==> src/rtl/phcp_pkg.sv <==
`timescale 1ns / 1ps
// ----------------------------------------------------------------------------
// Host bridge configuration space package
// Shared types, codes and default-value tables for the configuration block.
// ----------------------------------------------------------------------------
package phcp_pkg;

    localparam int KIND_W = 2;
    localparam int FUNC_W = 3;
    localparam int OFF_W  = 8;
    localparam int DATA_W = 8;
    localparam int BASE_W = 20;
    localparam int SIZE_W = 17;
    localparam int DEPTH  = 256;

    localparam logic [KIND_W-1:0] KIND_READ   = 2'd0;
    localparam logic [KIND_W-1:0] KIND_WRITE  = 2'd1;
    localparam logic [KIND_W-1:0] KIND_MRESET = 2'd2;
    localparam logic [KIND_W-1:0] KIND_RELOAD = 2'd3;

    localparam logic RES_READ   = 1'b0;
    localparam logic RES_REGION = 1'b1;

    localparam logic [OFF_W-1:0] PAM0_OFF = 8'h59;
    localparam logic [OFF_W-1:0] PAM1_OFF = 8'h5A;
    localparam logic [OFF_W-1:0] PAM6_OFF = 8'h5F;

    localparam logic [BASE_W-1:0] PAM0_BASE = 20'hF0000;
    localparam logic [BASE_W-1:0] PAM_BASE  = 20'hC0000;
    localparam logic [BASE_W-1:0] HALF_STEP = 20'h04000;
    localparam logic [SIZE_W-1:0] PAM0_SIZE = 17'h10000;
    localparam logic [SIZE_W-1:0] PAM_SIZE  = 17'h04000;
    localparam logic [DATA_W-1:0] BYTE_ONES = 8'hFF;

    typedef struct packed {
        logic [KIND_W-1:0] kind;
        logic [FUNC_W-1:0] function_number;
        logic [OFF_W-1:0]  reg_offset;
        logic [DATA_W-1:0] write_data;
    } t_req;

    typedef struct packed {
        logic              result_kind;
        logic [DATA_W-1:0] read_data;
        logic [BASE_W-1:0] region_base;
        logic [SIZE_W-1:0] region_size;
        logic              read_internal;
        logic              write_internal;
        logic              shadow_bios;
        logic              last;
    } t_res;

    typedef struct packed {
        logic load;
        logic exec;
    } t_cmd;

    typedef struct packed {
        logic res_empty;
    } t_sts;

    function automatic logic [DATA_W-1:0] phcp_default(input logic alt,
                                                       input logic [OFF_W-1:0] off);
        logic [DATA_W-1:0] v;
        begin
            v = '0;
            case (off)
                8'h00: v = 8'h86;
                8'h01: v = 8'h80;
                8'h02: v = 8'h22;
                8'h03: v = 8'h01;
                8'h04: v = 8'h06;
                8'h07: v = alt ? 8'h02 : 8'h82;
                8'h0B: v = 8'h06;
                8'h52: v = alt ? 8'h42 : 8'h40;
                8'h53: v = alt ? 8'h14 : 8'h00;
                8'h56: v = alt ? 8'h52 : 8'h00;
                8'h57: v = 8'h01;
                8'h60: v = 8'h02;
                8'h61: v = 8'h02;
                8'h62: v = 8'h02;
                8'h63: v = 8'h02;
                8'h64: v = 8'h02;
                8'h67: v = alt ? 8'h11 : 8'h00;
                8'h69: v = alt ? 8'h03 : 8'h00;
                8'h70: v = alt ? 8'h20 : 8'h00;
                8'h72: v = 8'h02;
                8'h74: v = alt ? 8'h0E : 8'h00;
                8'h78: v = alt ? 8'h23 : 8'h00;
                default: v = '0;
            endcase
            return v;
        end
    endfunction

    function automatic logic phcp_read_only(input logic [OFF_W-1:0] off);
        logic ro;
        begin
            ro = (off >= 8'h10) && (off < 8'h4F);
            case (off)
                8'h00, 8'h01, 8'h02, 8'h03, 8'h08, 8'h09,
                8'h0A, 8'h0B, 8'h0C, 8'h0E: ro = 1'b1;
                default: ro = ro;
            endcase
            return ro;
        end
    endfunction

    function automatic logic [DATA_W-1:0] phcp_mask(input logic [OFF_W-1:0] off,
                                                    input logic [DATA_W-1:0] val);
        logic [DATA_W-1:0] v;
        begin
            case (off)
                8'h04: v = (val & 8'h02) | 8'h04;
                8'h05: v = 8'h00;
                8'h06: v = 8'h00;
                8'h07: v = 8'h02;
                default: v = val;
            endcase
            return v;
        end
    endfunction

endpackage

==> src/rtl/phcp_req_if.sv <==
`timescale 1ns / 1ps
// ----------------------------------------------------------------------------
// Request channel
// Carries one configuration access request with a valid/ready handshake.
// ----------------------------------------------------------------------------
interface phcp_req_if
    import phcp_pkg::*;
();
    logic              valid;
    logic              ready;
    logic [KIND_W-1:0] kind;
    logic [FUNC_W-1:0] function_number;
    logic [OFF_W-1:0]  reg_offset;
    logic [DATA_W-1:0] write_data;

    modport source (output valid, kind, function_number, reg_offset, write_data,
                    input ready);
    modport sink   (input valid, kind, function_number, reg_offset, write_data,
                    output ready);
endinterface

==> src/rtl/phcp_res_if.sv <==
`timescale 1ns / 1ps
// ----------------------------------------------------------------------------
// Result channel
// Carries read data and region attribute events with a valid/ready handshake.
// ----------------------------------------------------------------------------
interface phcp_res_if
    import phcp_pkg::*;
();
    logic              valid;
    logic              ready;
    logic              result_kind;
    logic [DATA_W-1:0] read_data;
    logic [BASE_W-1:0] region_base;
    logic [SIZE_W-1:0] region_size;
    logic              read_internal;
    logic              write_internal;
    logic              shadow_bios;
    logic              last;

    modport source (output valid, result_kind, read_data, region_base, region_size,
                    read_internal, write_internal, shadow_bios, last,
                    input ready);
    modport sink   (input valid, result_kind, read_data, region_base, region_size,
                    read_internal, write_internal, shadow_bios, last,
                    output ready);
endinterface

==> src/rtl/phcp_cfg_if.sv <==
`timescale 1ns / 1ps
// ----------------------------------------------------------------------------
// Configuration write channel
// Writes the board variant register with a valid/ready handshake.
// ----------------------------------------------------------------------------
interface phcp_cfg_if;
    logic valid;
    logic ready;
    logic board_variant;

    modport source (output valid, board_variant, input ready);
    modport sink   (input valid, board_variant, output ready);
endinterface

==> src/rtl/phcp_ctrl.sv <==
`timescale 1ns / 1ps
// ----------------------------------------------------------------------------
// Configuration block controller
// Two-state sequencer: accept a request, then execute it once the result
// buffer is free.
// ----------------------------------------------------------------------------
module phcp_ctrl
    import phcp_pkg::*;
(
    input  logic i_clk,
    input  logic i_rst_n,
    input  logic i_req_valid,
    output logic o_req_ready,
    input  t_sts i_sts,
    output t_cmd o_cmd
);

    localparam logic ST_IDLE = 1'b0;
    localparam logic ST_EXEC = 1'b1;

    logic r_state;
    logic n_state;

    always_comb begin
        n_state     = r_state;
        o_req_ready = 1'b0;
        o_cmd       = '0;
        case (r_state)
            ST_IDLE: begin
                o_req_ready = 1'b1;
                if (i_req_valid) begin
                    o_cmd.load = 1'b1;
                    n_state    = ST_EXEC;
                end
            end
            ST_EXEC: begin
                if (i_sts.res_empty) begin
                    o_cmd.exec = 1'b1;
                    n_state    = ST_IDLE;
                end
            end
            default: n_state = ST_IDLE;
        endcase
    end

    always_ff @(posedge i_clk) begin
        if (!i_rst_n) begin
            r_state <= ST_IDLE;
        end else begin
            r_state <= n_state;
        end
    end

endmodule

==> src/rtl/phcp_dp.sv <==
`timescale 1ns / 1ps
// ----------------------------------------------------------------------------
// Configuration block datapath
// Byte store with per-entry valid bits, write rules, PAM event generation
// and a two-entry result buffer.
// ----------------------------------------------------------------------------
module phcp_dp
    import phcp_pkg::*;
(
    input  logic i_clk,
    input  logic i_rst_n,
    input  t_cmd i_cmd,
    output t_sts o_sts,
    input  t_req i_req,
    input  logic i_cfg_valid,
    input  logic i_cfg_data,
    output logic o_res_valid,
    input  logic i_res_ready,
    output t_res o_res
);

    logic [DATA_W-1:0] r_mem [DEPTH];
    logic [DEPTH-1:0]  r_vld;
    logic [DATA_W-1:0] r_rdata;
    logic              r_hit;
    logic [OFF_W-1:0]  r_addr;
    t_req              r_req;
    logic              r_bvar;
    logic              r_dvar;
    logic              r_shadow;
    t_res              r_slot0;
    t_res              r_slot1;
    logic [1:0]        r_cnt;

    logic [OFF_W-1:0]  n_addr;
    logic [DATA_W-1:0] stored;
    logic [DATA_W-1:0] wval;
    logic [DATA_W-1:0] diff;
    logic              is_rd;
    logic              is_rl;
    logic              is_wr;
    logic              do_store;
    logic              is_pam0;
    logic              is_pam16;
    logic              ev_lo;
    logic              ev_hi;
    logic              n_shadow;
    logic [2:0]        pam_idx;
    logic [BASE_W-1:0] lo_base;
    t_res              res_rd;
    t_res              res_lo;
    t_res              res_hi;
    t_res              n_slot0;
    t_res              n_slot1;
    logic [1:0]        n_cnt;

    assign n_addr = (i_req.kind == KIND_MRESET) ? PAM0_OFF : i_req.reg_offset;

    always_ff @(posedge i_clk) begin
        if (i_cmd.load) begin
            r_rdata <= r_mem[n_addr];
            r_hit   <= r_vld[n_addr];
            r_addr  <= n_addr;
            r_req   <= i_req;
        end
        if (do_store) begin
            r_mem[r_addr] <= wval;
        end
    end

    always_comb begin
        stored   = r_hit ? r_rdata : phcp_default(r_dvar, r_addr);
        is_rd    = (r_req.kind == KIND_READ);
        is_rl    = (r_req.kind == KIND_RELOAD);
        is_wr    = ((r_req.kind == KIND_WRITE) && (r_req.function_number == '0))
                   || (r_req.kind == KIND_MRESET);
        wval     = phcp_mask(r_addr, (r_req.kind == KIND_MRESET) ? '0 : r_req.write_data);
        do_store = i_cmd.exec && is_wr && !phcp_read_only(r_addr);
        diff     = stored ^ wval;
        is_pam0  = (r_addr == PAM0_OFF);
        is_pam16 = (r_addr >= PAM1_OFF) && (r_addr <= PAM6_OFF);
        ev_lo    = is_pam16 && (diff[3:0] != '0);
        ev_hi    = (is_pam0 || is_pam16) && (diff[7:4] != '0);
        n_shadow = (is_wr && is_pam0 && ev_hi) ? wval[4] : r_shadow;
        pam_idx  = 3'(r_addr - PAM1_OFF);
        lo_base  = PAM_BASE + {2'b00, pam_idx, 15'd0};

        res_rd                = '0;
        res_rd.result_kind    = RES_READ;
        res_rd.read_data      = (r_req.function_number != '0) ? BYTE_ONES : stored;
        res_rd.shadow_bios    = r_shadow;
        res_rd.last           = 1'b1;

        res_lo                = '0;
        res_lo.result_kind    = RES_REGION;
        res_lo.region_base    = lo_base;
        res_lo.region_size    = PAM_SIZE;
        res_lo.read_internal  = wval[0];
        res_lo.write_internal = wval[1];
        res_lo.shadow_bios    = n_shadow;
        res_lo.last           = !ev_hi;

        res_hi                = '0;
        res_hi.result_kind    = RES_REGION;
        res_hi.region_base    = is_pam0 ? PAM0_BASE : (lo_base + HALF_STEP);
        res_hi.region_size    = is_pam0 ? PAM0_SIZE : PAM_SIZE;
        res_hi.read_internal  = wval[4];
        res_hi.write_internal = wval[5];
        res_hi.shadow_bios    = n_shadow;
        res_hi.last           = 1'b1;

        n_slot0 = r_slot0;
        n_slot1 = r_slot1;
        n_cnt   = r_cnt;
        if (i_cmd.exec) begin
            if (is_rd) begin
                n_slot0 = res_rd;
                n_cnt   = 2'd1;
            end else if (do_store) begin
                n_slot0 = ev_lo ? res_lo : res_hi;
                n_slot1 = res_hi;
                n_cnt   = {1'b0, ev_lo} + {1'b0, ev_hi};
            end
        end else if (o_res_valid && i_res_ready) begin
            n_slot0 = r_slot1;
            n_cnt   = r_cnt - 2'd1;
        end
    end

    always_ff @(posedge i_clk) begin
        r_slot0 <= n_slot0;
        r_slot1 <= n_slot1;
        if (!i_rst_n) begin
            r_vld    <= '0;
            r_bvar   <= 1'b0;
            r_dvar   <= 1'b0;
            r_shadow <= 1'b0;
            r_cnt    <= '0;
        end else begin
            r_cnt <= n_cnt;
            if (i_cfg_valid) begin
                r_bvar <= i_cfg_data;
            end
            if (i_cmd.exec && is_rl) begin
                r_vld  <= '0;
                r_dvar <= r_bvar;
            end else if (do_store) begin
                r_vld[r_addr] <= 1'b1;
            end
            if (do_store) begin
                r_shadow <= n_shadow;
            end
        end
    end

    assign o_sts.res_empty = (r_cnt == '0);
    assign o_res_valid     = (r_cnt != '0);
    assign o_res           = r_slot0;

endmodule

==> src/rtl/pci_host_bridge_config_pam_core.sv <==
`timescale 1ns / 1ps
// ----------------------------------------------------------------------------
// Host bridge configuration space with programmable attribute map
// Function-zero configuration byte store with write rules and PAM events.
// ----------------------------------------------------------------------------
// Requests arrive on i_req: read, write, PCI master reset or defaults reload.
// Results leave on o_res: one read result per read request, and zero to two
// region events per write or master reset, the final one marked by last.
// i_cfg writes the board variant used by the next defaults reload; it is
// always ready and should be written only while the block is idle.
// Each request takes two steps: reading the byte store, then applying the
// write rules and loading the two-entry result buffer. A new request is
// accepted while results are still waiting; its second step waits until
// the buffer has drained, so a stalled receiver holds up the next request.
// A defaults reload takes effect by clearing the per-byte valid bits.
// Reset restores the variant-zero defaults, clears the shadow flag and
// empties the result buffer; no clearing pass is needed.
// ----------------------------------------------------------------------------
module pci_host_bridge_config_pam_core
    import phcp_pkg::*;
(
    input  logic        i_clk,
    input  logic        i_rst_n,
    phcp_req_if.sink    i_req,
    phcp_res_if.source  o_res,
    phcp_cfg_if.sink    i_cfg
);

    t_cmd cmd;
    t_sts sts;
    t_req req;
    t_res res;
    logic req_ready;
    logic res_valid;

    assign req.kind            = i_req.kind;
    assign req.function_number = i_req.function_number;
    assign req.reg_offset      = i_req.reg_offset;
    assign req.write_data      = i_req.write_data;
    assign i_req.ready         = req_ready;
    assign i_cfg.ready         = 1'b1;

    phcp_ctrl u_ctrl (
        .i_clk       (i_clk),
        .i_rst_n     (i_rst_n),
        .i_req_valid (i_req.valid),
        .o_req_ready (req_ready),
        .i_sts       (sts),
        .o_cmd       (cmd)
    );

    phcp_dp u_dp (
        .i_clk       (i_clk),
        .i_rst_n     (i_rst_n),
        .i_cmd       (cmd),
        .o_sts       (sts),
        .i_req       (req),
        .i_cfg_valid (i_cfg.valid),
        .i_cfg_data  (i_cfg.board_variant),
        .o_res_valid (res_valid),
        .i_res_ready (o_res.ready),
        .o_res       (res)
    );

    assign o_res.valid          = res_valid;
    assign o_res.result_kind    = res.result_kind;
    assign o_res.read_data      = res.read_data;
    assign o_res.region_base    = res.region_base;
    assign o_res.region_size    = res.region_size;
    assign o_res.read_internal  = res.read_internal;
    assign o_res.write_internal = res.write_internal;
    assign o_res.shadow_bios    = res.shadow_bios;
    assign o_res.last           = res.last;

endmodule
==> src/flat_wrapper.sv <==
// flat-port wrapper written by rule: the top's interface ports become plain ports
module pci_host_bridge_config_pam_core_flat import phcp_pkg::*;
  (i_clk, i_rst_n, i_req_valid, i_req_kind, i_req_function_number, i_req_reg_offset, i_req_write_data, i_req_ready, o_res_valid, o_res_result_kind, o_res_read_data, o_res_region_base, o_res_region_size, o_res_read_internal, o_res_write_internal, o_res_shadow_bios, o_res_last, o_res_ready, i_cfg_valid, i_cfg_board_variant, i_cfg_ready);
  phcp_req_if i_req_i ();
  phcp_res_if o_res_i ();
  phcp_cfg_if i_cfg_i ();
  input  logic i_clk;
  input  logic i_rst_n;
  input wire logic [$bits(i_req_i.valid)-1:0] i_req_valid;
  input wire logic [$bits(i_req_i.kind)-1:0] i_req_kind;
  input wire logic [$bits(i_req_i.function_number)-1:0] i_req_function_number;
  input wire logic [$bits(i_req_i.reg_offset)-1:0] i_req_reg_offset;
  input wire logic [$bits(i_req_i.write_data)-1:0] i_req_write_data;
  output wire logic [$bits(i_req_i.ready)-1:0] i_req_ready;
  output wire logic [$bits(o_res_i.valid)-1:0] o_res_valid;
  output wire logic [$bits(o_res_i.result_kind)-1:0] o_res_result_kind;
  output wire logic [$bits(o_res_i.read_data)-1:0] o_res_read_data;
  output wire logic [$bits(o_res_i.region_base)-1:0] o_res_region_base;
  output wire logic [$bits(o_res_i.region_size)-1:0] o_res_region_size;
  output wire logic [$bits(o_res_i.read_internal)-1:0] o_res_read_internal;
  output wire logic [$bits(o_res_i.write_internal)-1:0] o_res_write_internal;
  output wire logic [$bits(o_res_i.shadow_bios)-1:0] o_res_shadow_bios;
  output wire logic [$bits(o_res_i.last)-1:0] o_res_last;
  input wire logic [$bits(o_res_i.ready)-1:0] o_res_ready;
  input wire logic [$bits(i_cfg_i.valid)-1:0] i_cfg_valid;
  input wire logic [$bits(i_cfg_i.board_variant)-1:0] i_cfg_board_variant;
  output wire logic [$bits(i_cfg_i.ready)-1:0] i_cfg_ready;
  assign i_req_i.valid = i_req_valid;
  assign i_req_i.kind = i_req_kind;
  assign i_req_i.function_number = i_req_function_number;
  assign i_req_i.reg_offset = i_req_reg_offset;
  assign i_req_i.write_data = i_req_write_data;
  assign i_req_ready = i_req_i.ready;
  assign o_res_valid = o_res_i.valid;
  assign o_res_result_kind = o_res_i.result_kind;
  assign o_res_read_data = o_res_i.read_data;
  assign o_res_region_base = o_res_i.region_base;
  assign o_res_region_size = o_res_i.region_size;
  assign o_res_read_internal = o_res_i.read_internal;
  assign o_res_write_internal = o_res_i.write_internal;
  assign o_res_shadow_bios = o_res_i.shadow_bios;
  assign o_res_last = o_res_i.last;
  assign o_res_i.ready = o_res_ready;
  assign i_cfg_i.valid = i_cfg_valid;
  assign i_cfg_i.board_variant = i_cfg_board_variant;
  assign i_cfg_ready = i_cfg_i.ready;
  pci_host_bridge_config_pam_core u_core (.i_clk(i_clk), .i_rst_n(i_rst_n), .i_req(i_req_i), .o_res(o_res_i), .i_cfg(i_cfg_i));
endmodule
==> config.mk <==
export PLATFORM = sky130hd
export DESIGN_NAME = pci_host_bridge_config_pam_core_flat
export DESIGN_NICKNAME = d
export VERILOG_FILES = /design/src/rtl/phcp_pkg.sv /design/src/rtl/phcp_req_if.sv /design/src/rtl/phcp_res_if.sv /design/src/rtl/phcp_cfg_if.sv /design/src/rtl/phcp_ctrl.sv /design/src/rtl/phcp_dp.sv /design/src/rtl/pci_host_bridge_config_pam_core.sv /design/src/flat_wrapper.sv
export SDC_FILE = /design/constraint.sdc
export NUM_CORES = 2
export LEC_CHECK = 0
export ABC_AREA = 1
export BUFFER_PORTS_ARGS = -buffer_cell sky130_fd_sc_hd__buf_4
export CAP_MARGIN = 20
export CORE_MARGIN = 2
export CORE_UTILIZATION = 40
export DETAILED_ROUTE_END_ITERATION = 7
export PLACE_DENSITY = 0.57
export SYNTH_ARGS = -nofsm -noshare
export SYNTH_HDL_FRONTEND = slang
export SYNTH_HIERARCHICAL = 1
export SYNTH_SLANG_ARGS = --single-unit
==> constraint.sdc <==
create_clock -name i_clk -period 16.6 [get_ports i_clk]
set_clock_uncertainty 0.1 [all_clocks]
set_input_delay 1.66 -clock i_clk [delete_from_list [all_inputs] [get_ports i_clk]]
set_output_delay 1.66 -clock i_clk [all_outputs]
set_load 0.005 [all_outputs]
==> results_dict.tcl <==
set metrics [dict create \
    io_pins 80 \
    cts_setup_buffers 0 \
    rsz0062_at_grt "false" \
    globalRouteOverflowTotal 0 \
    p_per_area_mw_per_mm2 121 \
    max-slew-margin-rel_pct 11.3 \
    ys_seq_area_share_pct 71.2 \
    crit_chain "buf_4, inv_1, nand2_2, buf_4, nand2_4, buf_4, buf_4, buf_4, buf_4, buf_4, o21ai_0, inv_1, o21ai_0, nand3_1, nand3_1, nand3_1, nand3_1, nand3_1, nand3_1, nand2_1" \
    vias_per_cell 5.25 \
    synth.distinct_cells 39 \
    drv_slew 0 \
    met2_usage_pct 31.6 \
    fillCellCount 21900 \
    num_rows 179 \
    top_usage_layer "met2" \
    avgRoutedWirePerCell_um 21.1 \
    pre_cts_ws_ns 7.87 \
    finalHoldViolCount 0 \
    met3_usage_pct 3.61 \
    power.switching_w 0.00316 \
    grt_pass1_vias 59000 \
    yosysWarnings 6 \
    grt_pass1_wl_mm 376 \
    cts_buffer_depth 3 \
    totalWireLength_mm 252 \
    syn_avg_cell_area_um2 11.7 \
    irDropWorstVdd_uv 88.9 \
    vias 62900 \
    drc 0 \
    cts_made_buffers 240 \
    die_x_um 494 \
    final_nets 8641 \
    htreeDepth 4 \
    clkPwrFrac_pct 40.6 \
    dr.pass1.iters 6 \
    portBuffers 49 \
    final_common_cell "edfxtp_1" \
    die_height_um 494 \
    fmax_mhz 125 \
    p_comb_share_pct 8.1 \
    drtIter0Drc 6506 \
    worstPathMaxFanout 115 \
    cts_sinks 2367 \
    timing.critical_path.depth 20 \
    power_leakage_nw 39.4 \
    tns_ns 0 \
    postCtsHoldBufs 0 \
    rr_worst_depth 19 \
    gp_congestion 0.879 \
    final_cell_mix "edfxtp_1, o21ai_0, inv_1" \
    crit_type "in2reg" \
    cap_violations 0 \
    syn_inst 8185 \
    cp.buffers_inverters 9 \
    clk-insertion-delay-late_ns 0.88 \
    grt_usage_pct 20.2 \
    met1_usage_pct 28.7 \
    period_share_pct 48.3 \
    start_util_pct 40.3 \
    antenna_found_initial 4 \
    setup_viol 0 \
    p_seq_share_pct 51.3 \
    sw_frac_of_total_pct 23.8 \
    status "finished, final reports clean" \
    ant_nets 0 \
    core_area_mm2 0.238 \
    slowest_stage "buf_4" \
    cts-resized-gates 0 \
    crit_family "buffers and inverters" \
    internal_power_w 0.0101 \
    hold_class "reg2reg" \
    worst_pin_slew_ns 1.33 \
    die_area_mm2 0.244 \
    period_minus_slack_ns 8.02 \
    grt_max_degree 237 \
    drive_gt1_share_pct 6.80 \
    critPathRequiredTime_ns 17.23 \
    area_delta_synth_final_pct 13.7 \
    cts_tree "done" \
    start_kind "input pin" \
    crit_top_cell "buf_4" \
    worst_path_largest_cell_delay_ns 0.97 \
    holdPathStages 2 \
    clkTransAtPathRegs_ns 0.06 \
    yosys_register_bits 2367 \
    finalWorstSetupSlack_ns 8.58 \
    critPathArrivalTime_ns 8.65 \
    syn_area_mm2 0.0961 \
    cts-root-buf "clkbuf_16" \
    critPathCaptureType "flip-flop" \
    hpwl_mm 141 \
]
[synth_stat cells]
cell type | instances | share of area (%)
edfxtp_1 | 2105 | 66
o21ai_0 | 1127 | 5.9
inv_1 | 977 | 3.8
nor2_1 | 738 | 2.9
nand3_1 | 709 | 3.7
a21oi_1 | 698 | 3.6
o211ai_1 | 538 | 4.2
nand2_1 | 365 | 1.4
clkbuf_1 | 362 | 1.4
dfxtp_1 | 262 | 5.5
buf_2 | 128 | 0.67
buf_1 | 54 | 0.21
buf_4 | 34 | 0.27
inv_2 | 12 | 0.047
nor2_2 | 12 | 0.078
o21ba_2 | 11 | 0.11
nor2_4 | 7 | 0.082
or2_2 | 6 | 0.039
nor3_2 | 5 | 0.052
nand2_2 | 4 | 0.026
a31oi_1 | 3 | 0.020
clkinv_1 | 3 | 0.012
ha_1 | 3 | 0.039
conb_1 | 2 | 0.0078
nand4_1 | 2 | 0.013
nor3_4 | 2 | 0.034
o21ai_1 | 2 | 0.010
o21ba_1 | 2 | 0.021
o22ai_1 | 2 | 0.013
a21boi_0 | 1 | 0.0078
a21oi_2 | 1 | 0.0091
a41oi_1 | 1 | 0.0091
buf_6 | 1 | 0.012
nand2_4 | 1 | 0.012
nand3b_1 | 1 | 0.0078
nor3_1 | 1 | 0.0052
nor4_2 | 1 | 0.013
o21a_1 | 1 | 0.0078
xor2_1 | 1 | 0.0091
[final cells by class]
type                       count  area [µm²]  area share [%]
sequential                  2367       68500            62.6
tap                         3167        3960            3.63
clock buffer                 320        6620            6.06
inverter                     992        3760            3.44
multi-input combinational   4859       23900            21.9
timing repair buffer         151        1280            1.17
antenna                        1        2.50         0.00229
clock inverter               131        1310            1.20
[power groups by stage]
stage          Combinational (W)  Clock [W]  Sequential (W)
2_1_floorplan           0.000648          0         0.00695
3_3_place_gp             0.00105          0         0.00691
3_5_place_dp             0.00107          0         0.00691
4_1_cts                  0.00107    0.00549         0.00679
5_1_grt                  0.00118    0.00572         0.00680
6_report                 0.00107    0.00538         0.00679
[final timing paths]
path	slack, ns	startpoint	end
min	0.32	u_core/u_dp/r_vld[62]	u_core/u_dp/r_vld[62]
min reg2reg	0.32	u_core/u_dp/r_vld[62]	u_core/u_dp/r_vld[62]
max reg2reg	12.01	u_core/u_dp/r_addr[3]	u_core/u_dp/r_cnt[0]
max	8.58	i_req_kind[0]	u_core/u_dp/r_rdata[7]
[kinds of logic (layout without fill, tap and decap cells)]
kind of cell | after synthesis | after routing | share of synthesized area [%]
xor+xnor | 1 | 1 | 0.00911
simple gates | 1854 | 1854 | 8.36
fa+ha+maj | 3 | 3 | 0.0391
compound gates | 2387 | 2387 | 13.9
buf+inv | 1571 | 1594 | 6.44
other cells | 2 | 615 | 0.00781
flops | 2367 | 2367 | 71.2
[per-layer routing]
metal | wire length [µm] | part of all wire (%)
met5 | 47 | 0.019
met4 | 7430 | 2.9
met1 | 111000 | 44
met3 | 18700 | 7.4
met2 | 115000 | 46
[metrics by stage]
step	hold WS, ns	power, W	util (%)	cell area, µm²	instances
after floorplan	0.305	0.00759	-	98400	8797
after global placement	0.311	0.00796	42.5	101000	11500
after detailed placement	0.314	0.00798	42.5	101000	11500
after CTS	0.324	0.0133	45.8	109000	12000
after global routing	0.339	0.0137	45.9	109000	12000
final	0.323	0.0132	45.9	109000	12000
[worst reg2reg max path, delay by kind of cell, from the launching register on]
| family | cells | cell delay [ns] |
|---|---|---|
| compound gates | 2 | 0.30 |
| fa+ha+maj | 1 | 0.30 |
| flops | 1 | 0.53 |
| buf+inv | 4 | 1.58 |
| simple gates | 12 | 1.69 |
[registers in the layout (all words and copies together) (netlist names), 2 cells and up]
register	count
u_core/u_dp/o_res	19
u_core/u_dp/r_mem	2048
u_core/u_dp/r_addr	8
u_core/u_dp/r_slot1	8
u_core/u_dp/r_vld	256
u_core/u_dp/r_req	13
u_core/u_dp/r_cnt	2
u_core/u_dp/r_rdata	8
No activity file was read; power rests on OpenSTA's default activity.
